<file path="src/ttrrs_pkg.sv">
// ----------------------------------------------------------------------------
// ttrrs_pkg
// shared types and constants of the round-robin thread table scheduler
// ----------------------------------------------------------------------------
package ttrrs_pkg;

    localparam int SLOTS      = 16;
    localparam int SLOT_W     = $clog2(SLOTS);
    localparam int VALUE_W    = 64;
    localparam int WCOUNT_W   = 5;
    localparam int LIVE_W     = 5;
    localparam int WAITER_W   = SLOTS + WCOUNT_W;
    localparam logic [SLOT_W-1:0] RESERVED_SLOT = SLOT_W'(SLOTS - 1);
    localparam logic [LIVE_W-1:0] LIVE_MAX      = '1;

    typedef enum logic [1:0] {
        ST_FREE     = 2'd0,
        ST_FINISHED = 2'd1,
        ST_READY    = 2'd2,
        ST_BLOCKED  = 2'd3
    } t_slot_st;

    typedef enum logic [2:0] {
        CMD_CREATE   = 3'd0,
        CMD_EXIT     = 3'd1,
        CMD_BLOCK    = 3'd2,
        CMD_WAKEUP   = 3'd3,
        CMD_JOIN     = 3'd4,
        CMD_SCHEDULE = 3'd5,
        CMD_RSVD6    = 3'd6,
        CMD_RSVD7    = 3'd7
    } t_cmd;

    typedef enum logic [2:0] {
        STS_OK       = 3'd0,
        STS_NO_FREE  = 3'd1,
        STS_INVALID  = 3'd2,
        STS_BLOCKED  = 3'd3,
        STS_NONE_RDY = 3'd4,
        STS_ALL_DONE = 3'd5
    } t_status;

    typedef enum logic {
        PH_IDLE = 1'b0,
        PH_EXEC = 1'b1
    } t_phase;

endpackage

</file>
<file path="src/ttrrs_ram.sv">
// ----------------------------------------------------------------------------
// ttrrs_ram
// single-port write, single-port read ram with registered read data
// ----------------------------------------------------------------------------
module ttrrs_ram #(
    parameter int WIDTH = 8,
    parameter int DEPTH = 16
) (
    input  logic                     i_clk,
    input  logic                     i_we,
    input  logic [$clog2(DEPTH)-1:0] i_waddr,
    input  logic [WIDTH-1:0]         i_wdata,
    input  logic [$clog2(DEPTH)-1:0] i_raddr,
    output logic [WIDTH-1:0]         o_rdata
);

    logic [WIDTH-1:0] r_mem [DEPTH];
    logic [WIDTH-1:0] r_rdata;

    always_ff @(posedge i_clk) begin
        if (i_we) begin
            r_mem[i_waddr] <= i_wdata;
        end
        r_rdata <= r_mem[i_raddr];
    end

    assign o_rdata = r_rdata;

endmodule

</file>
<file path="src/thread_table_round_robin_scheduler.sv">
// ----------------------------------------------------------------------------
// thread_table_round_robin_scheduler
// per-slot thread table with create, exit, block, wakeup, join and
// round-robin schedule commands
// ----------------------------------------------------------------------------
//  channel | dir | fields (low bit up)
//  s_axis  | in  | command[2:0] target_id[6:3] exit_value[70:7]
//  m_axis  | out | status[2:0] thread_id[6:3] join_value[70:7] live_threads[75:71]
//
//  every command runs through the idle and exec phases: the accept cycle issues
//  the read of the return-value and waiter rams, the exec phase modifies and
//  writes back and loads the result register. one command is in flight at a time.
//  a new word is taken while the last result is being taken.
//  synchronous active-low reset, no clearing pass (waiter rows carry valid bits).
// ----------------------------------------------------------------------------
module thread_table_round_robin_scheduler (
    input  logic        i_clk,
    input  logic        i_rst_n,
    input  logic        s_axis_tvalid,
    output logic        s_axis_tready,
    input  logic [71:0] s_axis_tdata,   // command, target_id, exit_value, pad
    output logic        m_axis_tvalid,
    input  logic        m_axis_tready,
    output logic [79:0] m_axis_tdata    // status, thread_id, join_value, live_threads, pad
);

    localparam int SW = ttrrs_pkg::SLOT_W;
    localparam int N  = ttrrs_pkg::SLOTS;

    ttrrs_pkg::t_phase r_phase, n_phase;
    ttrrs_pkg::t_slot_st r_slot_state [N];
    ttrrs_pkg::t_slot_st n_slot_state [N];
    logic [N-1:0]  r_wvalid, n_wvalid;
    logic [SW-1:0] r_cur, n_cur, r_scan, n_scan;
    logic [ttrrs_pkg::LIVE_W-1:0] r_live, n_live;

    ttrrs_pkg::t_cmd r_cmd;
    logic [3:0]  r_tgt;
    logic [63:0] r_val;

    logic        r_ovalid;
    logic [79:0] r_odata, n_odata;
    logic        load_out;

    logic        accept;
    logic [SW-1:0] raddr;
    logic [63:0] rv_rdata;
    logic [ttrrs_pkg::WAITER_W-1:0] w_rdata, w_wdata;
    logic        rv_we, w_we;
    logic [N-1:0]  w_mask;
    logic [ttrrs_pkg::WCOUNT_W-1:0] w_count;

    assign accept = s_axis_tvalid && s_axis_tready;
    assign raddr  = (ttrrs_pkg::t_cmd'(s_axis_tdata[2:0]) == ttrrs_pkg::CMD_EXIT)
                    ? r_cur : s_axis_tdata[3 +: SW];

    ttrrs_ram #(.WIDTH(64), .DEPTH(N)) u_rv_ram (
        .i_clk(i_clk), .i_we(rv_we), .i_waddr(r_cur), .i_wdata(r_val),
        .i_raddr(raddr), .o_rdata(rv_rdata)
    );

    ttrrs_ram #(.WIDTH(ttrrs_pkg::WAITER_W), .DEPTH(N)) u_waiter_ram (
        .i_clk(i_clk), .i_we(w_we), .i_waddr(r_tgt[SW-1:0]), .i_wdata(w_wdata),
        .i_raddr(raddr), .o_rdata(w_rdata)
    );

    // rows never written since create or free read as zero
    assign w_mask  = r_wvalid[r_tgt[SW-1:0]] ? w_rdata[N-1:0] : '0;
    assign w_count = r_wvalid[r_tgt[SW-1:0]] ? w_rdata[N +: ttrrs_pkg::WCOUNT_W] : '0;

    // next phase
    always_comb begin
        n_phase = r_phase;
        unique case (r_phase)
            ttrrs_pkg::PH_IDLE: if (accept) n_phase = ttrrs_pkg::PH_EXEC;
            ttrrs_pkg::PH_EXEC: n_phase = ttrrs_pkg::PH_IDLE;
            default:            n_phase = ttrrs_pkg::PH_IDLE;
        endcase
    end

    // phase outputs
    always_comb begin
        s_axis_tready = (r_phase == ttrrs_pkg::PH_IDLE) && (!r_ovalid || m_axis_tready);
        load_out      = (r_phase == ttrrs_pkg::PH_EXEC);
    end

    // execute
    always_comb begin
        logic [N-1:0] rdy, free_v, hi;
        logic         found;
        logic [SW-1:0] pick;
        logic         tgt_ok;
        logic         cur_live;
        ttrrs_pkg::t_slot_st tst;
        ttrrs_pkg::t_status sts;
        logic [3:0]   tid;
        logic [63:0]  jv;
        logic [ttrrs_pkg::WCOUNT_W-1:0] dec;

        for (int i = 0; i < N; i++) n_slot_state[i] = r_slot_state[i];
        n_wvalid = r_wvalid;
        n_cur    = r_cur;
        n_scan   = r_scan;
        n_live   = r_live;
        rv_we    = 1'b0;
        w_we     = 1'b0;
        w_wdata  = '0;
        sts      = ttrrs_pkg::STS_OK;
        tid      = 4'(r_cur);
        jv       = '0;
        found    = 1'b0;
        pick     = '0;
        dec      = '0;

        for (int i = 0; i < N; i++) begin
            rdy[i]    = (r_slot_state[i] == ttrrs_pkg::ST_READY) && (SW'(i) != ttrrs_pkg::RESERVED_SLOT);
            free_v[i] = (r_slot_state[i] == ttrrs_pkg::ST_FREE) && (i != 0)
                        && (SW'(i) != ttrrs_pkg::RESERVED_SLOT);
            hi[i]     = SW'(i) >= r_scan;
        end
        tgt_ok   = (32'(r_tgt) < N);
        tst      = tgt_ok ? r_slot_state[r_tgt[SW-1:0]] : ttrrs_pkg::ST_FREE;
        cur_live = (r_slot_state[r_cur] == ttrrs_pkg::ST_READY)
                   || (r_slot_state[r_cur] == ttrrs_pkg::ST_BLOCKED);

        if (r_phase == ttrrs_pkg::PH_EXEC) begin
            unique case (r_cmd)
                ttrrs_pkg::CMD_CREATE: begin
                    for (int i = N - 1; i >= 0; i--) begin
                        if (free_v[i]) begin
                            found = 1'b1;
                            pick  = SW'(i);
                        end
                    end
                    if (found) begin
                        n_slot_state[pick] = ttrrs_pkg::ST_READY;
                        n_wvalid[pick]     = 1'b0;
                        if (r_live != ttrrs_pkg::LIVE_MAX) n_live = r_live + 1'b1;
                        tid = 4'(pick);
                    end else begin
                        sts = ttrrs_pkg::STS_NO_FREE;
                        tid = '0;
                    end
                end
                ttrrs_pkg::CMD_EXIT: begin
                    if (!cur_live) begin
                        sts = ttrrs_pkg::STS_INVALID;
                    end else begin
                        rv_we = 1'b1;
                        if (r_live != '0) n_live = r_live - 1'b1;
                        // waiter row was read at the current slot
                        for (int i = 0; i < N; i++) begin
                            if (r_wvalid[r_cur] && w_rdata[i] && (SW'(i) != r_cur)
                                && ((r_slot_state[i] == ttrrs_pkg::ST_READY)
                                 || (r_slot_state[i] == ttrrs_pkg::ST_BLOCKED)))
                                n_slot_state[i] = ttrrs_pkg::ST_READY;
                        end
                        n_slot_state[r_cur] = ttrrs_pkg::ST_FINISHED;
                    end
                end
                ttrrs_pkg::CMD_BLOCK: begin
                    if (!cur_live) sts = ttrrs_pkg::STS_INVALID;
                    else n_slot_state[r_cur] = ttrrs_pkg::ST_BLOCKED;
                end
                ttrrs_pkg::CMD_WAKEUP: begin
                    tid = r_tgt;
                    if (tst == ttrrs_pkg::ST_READY || tst == ttrrs_pkg::ST_BLOCKED)
                        n_slot_state[r_tgt[SW-1:0]] = ttrrs_pkg::ST_READY;
                    else
                        sts = ttrrs_pkg::STS_INVALID;
                end
                ttrrs_pkg::CMD_JOIN: begin
                    tid = r_tgt;
                    if (tst == ttrrs_pkg::ST_FREE) begin
                        sts = ttrrs_pkg::STS_INVALID;
                    end else if (tst == ttrrs_pkg::ST_FINISHED) begin
                        jv  = rv_rdata;
                        dec = (w_count != '0) ? w_count - 1'b1 : '0;
                        if (dec == '0) begin
                            n_slot_state[r_tgt[SW-1:0]] = ttrrs_pkg::ST_FREE;
                            n_wvalid[r_tgt[SW-1:0]]     = 1'b0;
                        end else begin
                            w_we    = 1'b1;
                            w_wdata = {dec, w_mask & ~(N'(1) << r_cur)};
                            n_wvalid[r_tgt[SW-1:0]] = 1'b1;
                        end
                    end else begin
                        sts = ttrrs_pkg::STS_BLOCKED;
                        if (!w_mask[r_cur]) begin
                            w_we    = 1'b1;
                            w_wdata = {w_count + 1'b1, w_mask | (N'(1) << r_cur)};
                            n_wvalid[r_tgt[SW-1:0]] = 1'b1;
                        end
                        n_slot_state[r_cur] = ttrrs_pkg::ST_BLOCKED;
                    end
                end
                ttrrs_pkg::CMD_SCHEDULE: begin
                    for (int i = N - 1; i >= 0; i--) begin
                        if (rdy[i]) begin
                            found = 1'b1;
                            pick  = SW'(i);
                        end
                    end
                    for (int i = N - 1; i >= 0; i--) begin
                        if (rdy[i] && hi[i]) pick = SW'(i);
                    end
                    if (found) begin
                        n_cur  = pick;
                        n_scan = pick + 1'b1;
                        tid    = 4'(pick);
                    end else begin
                        sts = (r_live == '0) ? ttrrs_pkg::STS_ALL_DONE : ttrrs_pkg::STS_NONE_RDY;
                    end
                end
                default: begin
                end
            endcase
        end
        n_odata = {4'd0, r_live, jv, tid, sts};
        n_odata[75:71] = n_live;
    end

    always_ff @(posedge i_clk) begin
        if (!i_rst_n) begin
            r_phase  <= ttrrs_pkg::PH_IDLE;
            r_ovalid <= 1'b0;
            r_wvalid <= '0;
            r_cur    <= '0;
            r_scan   <= '0;
            r_live   <= ttrrs_pkg::LIVE_W'(1);
            for (int i = 0; i < N; i++)
                r_slot_state[i] <= (i == 0) ? ttrrs_pkg::ST_READY : ttrrs_pkg::ST_FREE;
        end else begin
            r_phase  <= n_phase;
            r_wvalid <= n_wvalid;
            r_cur    <= n_cur;
            r_scan   <= n_scan;
            r_live   <= n_live;
            for (int i = 0; i < N; i++) r_slot_state[i] <= n_slot_state[i];
            if (load_out) r_ovalid <= 1'b1;
            else if (m_axis_tready) r_ovalid <= 1'b0;
        end
    end

    always_ff @(posedge i_clk) begin
        if (accept) begin
            r_cmd <= ttrrs_pkg::t_cmd'(s_axis_tdata[2:0]);
            r_tgt <= s_axis_tdata[6:3];
            r_val <= s_axis_tdata[70:7];
        end
        if (load_out) r_odata <= n_odata;
    end

    assign m_axis_tvalid = r_ovalid;
    assign m_axis_tdata  = r_odata;

`ifndef NO_ASSERTIONS
    a_exec_loads: assert property (@(posedge i_clk) disable iff (!i_rst_n)
        r_phase == ttrrs_pkg::PH_EXEC |=> m_axis_tvalid)
        else $error("result not presented after execute");
    a_no_accept_busy: assert property (@(posedge i_clk) disable iff (!i_rst_n)
        r_phase == ttrrs_pkg::PH_EXEC |-> !s_axis_tready)
        else $error("word accepted while a command is in flight");
    a_reserved_free: assert property (@(posedge i_clk) disable iff (!i_rst_n)
        r_slot_state[ttrrs_pkg::RESERVED_SLOT] == ttrrs_pkg::ST_FREE)
        else $error("reserved slot left free state");
`endif

endmodule

</file>
<file path="config.mk">
export PLATFORM = sky130hd
export DESIGN_NAME = thread_table_round_robin_scheduler
export DESIGN_NICKNAME = d
export VERILOG_FILES = /design/src/ttrrs_pkg.sv /design/src/ttrrs_ram.sv /design/src/thread_table_round_robin_scheduler.sv
export SDC_FILE = /design/constraint.sdc
export NUM_CORES = 2
export LEC_CHECK = 0
export BUFFER_PORTS_ARGS = -buffer_cell sky130_fd_sc_hd__buf_2
export CAP_MARGIN = 20
export CORE_ASPECT_RATIO = 0.6
export CORE_UTILIZATION = 65
export DETAILED_ROUTE_END_ITERATION = 10
export PLACE_DENSITY = 0.82
export SLEW_MARGIN = 20
export SYNTH_ARGS = -nofsm -noshare
export SYNTH_HDL_FRONTEND = slang
export SYNTH_SLANG_ARGS = --single-unit
</file>
<file path="constraint.sdc">
create_clock -name i_clk -period 18.4 [get_ports i_clk]
set_input_delay 4.6 -clock i_clk [delete_from_list [all_inputs] [get_ports i_clk]]
set_output_delay 4.6 -clock i_clk [all_outputs]
set_load 0.05 [all_outputs]
</file>
==> out/qor.yml <==
dieWidth_um: 417
synth-async-reset-ratio_pct: 0
grt_max_degree: 267
cts.sinks: 1663
p_leak_nw: 23.6
top_layer_used: "met5"
fin_crit_ns: 9.87
ys_seq_area_share_pct: 72.1
ir_worst_vdd_mv: 0.0971
p_per_area_nw_per_um2: 106
hold_class: "flop to flop"
startpoint: "m_axis_tready"
setup-tns-final_ns: 0
vias: 43600
clock_skew_ns: 0.0376
clk_path_buf_depth: 3
cts-resized-gates: 0
maxSlewHeadroom_pct: 12.6
dr_wl_met2_um: 74800
syn_area_per_cell_um2: 13.6
synth_area_um2: 67100
initial_core_util_pct: 66.2
multi_input_area_um2: 17300
syn_to_final_growth_pct: 9.84
whs_ns: 0.496
drive_gt1_share_pct: 10.7
synth_cell_types: 84
nFillCells: 6157
min_period_over_period_pct: 53.7
cts_inserted_buffers: 142
seqCellArea_um2: 48400
vias_per_cell: 6.84
max_freq_ghz: 0.101
avgRoutedWirePerCell_um: 26.7
worstHoldPathCells: 2
dr.pass1.iters: 11
cts_root_buf: "clkbuf_16"
crit_fanout: 4
synth_ff_type: "edfxtp_1"
status: "complete, no violations"
ant_nets: 0
synth_top_area_share_pct: 67.5
worst_r2r_endpoint: "u_waiter_ram.r_mem[11][15]$_DFFE_PP_"
yosys-top-cells-area: "edfxtp_1 67%, a211oi_1 4.8%, dfxtp_1 4.7%"
htreeDepth: 4
rows: 90
grt_pass1_wl_um: 251000
track_usage_pct: 32.1
rsz0062_at_grt: "no"
ys.warnings.count: 0
wirelength_met1_um: 68100
final_core_util_pct: 72.7
crit_arrival_ns: 5.27
cts_setup_buffers: 0
synthCells: 4936
finalNetCount: 5001
ctsHoldBuffers: 0
maxCapViolations: 0
synth-edff-count: 1507
port_buffers: 152
overflow: 0
layout_common_cells: "1507 x edfxtp_1, 776 x nand2_1, 426 x a211oi_1"
met3WireLength_um: 21700
hpwl_um: 88800
drtIter0Drc: 6989
final_common_cell: "edfxtp_1"
r2r-start: "r_tgt[3]$_DFFE_PP_"
r2r_slack_ns: 13.01
io-pin-count: 158
synth_seq_cells: 1663
cts_tree: "done"
crit_type: "primary input to primary output"
yosysTopAreaCell: "edfxtp_1"
critPathLaunchType: "primary input"
worst-endpoint-required_ns: 13.80
drv_slew: 0
routed_wl_um: 170000
coreArea_um2: 101000
hold_viol_final: 0
clock_latency_ns: 0.78
gp_congestion: 0.988
worstRegToRegCells: 15
die_area_um2: 105000
clk_pin_slew_ns: 0.07
crit_end: "s_axis_tready"
setup_viol: 0
antenna_found_initial: 5
end_kind: "primary output"
first_global_vias: 41000
worstMarginPinSlew_ns: 1.31
die_h_um: 251
drc: 0
## synthesized netlist by cell type (all sizes together), types with 5 or more instances
library cell and number:
nand2b 19, nor3 31, clkbuf 348, and2 352
mux2i 20, a221oi 11, mux2 6, dfxtp 156
nand4 12, nand2 777, a311oi 186, xnor2 6
inv 19, o32ai 6, or2 5, nand3 39
mux4 24, o221ai 5, a32oi 8, edfxtp 1507
and3 71, o21ai 78, o211ai 8, o311a 10
a21oi 246, a211oi 426, buf 42, a21o 7
a31oi 207, nor2 165, nor2b 22, or3 5
o21a 10, o22ai 24, ha 6, a41oi 15
a22o 5
## critical path, cell delays in order
cell and delay (ns):
buf_2 0.08, inv_1 0.03, a21oi_1 0.25, buf_2 0.32
## final cells by class
type	instances	share of cell area, %
Sequential cell	1663	65.7
Multi-Input combinational cell	2867	23.5
Clock buffer	190	5.36
Tap cell	1334	2.27
Timing Repair Buffer	226	1.92
Clock inverter	68	1.14
Inverter	19	0.0968
Antenna cell	2	0.00679
## report_power, final
part           internal [mW]  total (mW)  switching (mW)
logic                  0.144       0.462           0.318
registers               4.16        4.23          0.0778
clock network           1.70        3.08            1.37
## stage by stage
step / setup WS [ns] / cells / total power [mW] / area, µm²
final: 8.53 / 6369 / 7.77 / 73700
after global routing: 8.50 / 6367 / 7.96 / 73700
after CTS: 8.54 / 6366 / 7.77 / 73600
after detailed placement: 8.54 / 6108 / 4.76 / 68900
after global placement: 8.55 / 6108 / 4.75 / 68900
after floorplan: 8.32 / 4939 / 4.61 / 67100
## sequential cells by signal, indices dropped and copies added (netlist names), named ones only
signal	cells
u_rv_ram.r_mem	1024
r_slot_state	32
u_rv_ram.o_rdata	64
u_waiter_ram.r_mem	336
r_live	5
r_cmd	3
m_axis_tdata	76
r_tgt	4
r_cur	4
r_val	64
u_waiter_ram.o_rdata	21
m_axis_tvalid	1
load_out	1
r_scan	4
## worst min-delay path by stage
| stage | startpoint | to | slack (ns) |
|---|---|---|---|
| 2_1_floorplan | flop | flop | 0.44 |
| 6_report | flop | flop | 0.50 |
| 4_1_cts | flop | flop | 0.49 |
| 3_3_place_gp | flop | flop | 0.47 |
| 5_1_grt | flop | flop | 0.52 |
| 3_5_place_dp | flop | flop | 0.48 |
## cell families (layout without fill, tap and decap cells)
family / Yosys count / in the layout / synth area share (%)
flip-flops: 1663 / 1663 / 72.1
AND/OR/NAND/NOR: 1510 / 1510 / 10.5
AO/OA/AOI/OAI: 1289 / 1289 / 13.5
buffers and inverters: 409 / 503 / 2.42
multiplexers: 50 / 50 / 1.24
XOR/XNOR: 8 / 8 / 0.104
adder cells (fa/ha/maj): 6 / 6 / 0.112
other: 1 / 6 / 0.00559
## per-layer routing
layer | up-vias | GRT usage [%]
met5 | - | 0
met4 | 2 | 10.9
met3 | 425 | 7.20
met2 | 3028 | 47.3
met1 | 21200 | 47.9
li1 | 18900 | -
(Power assumes the default switching activity.)
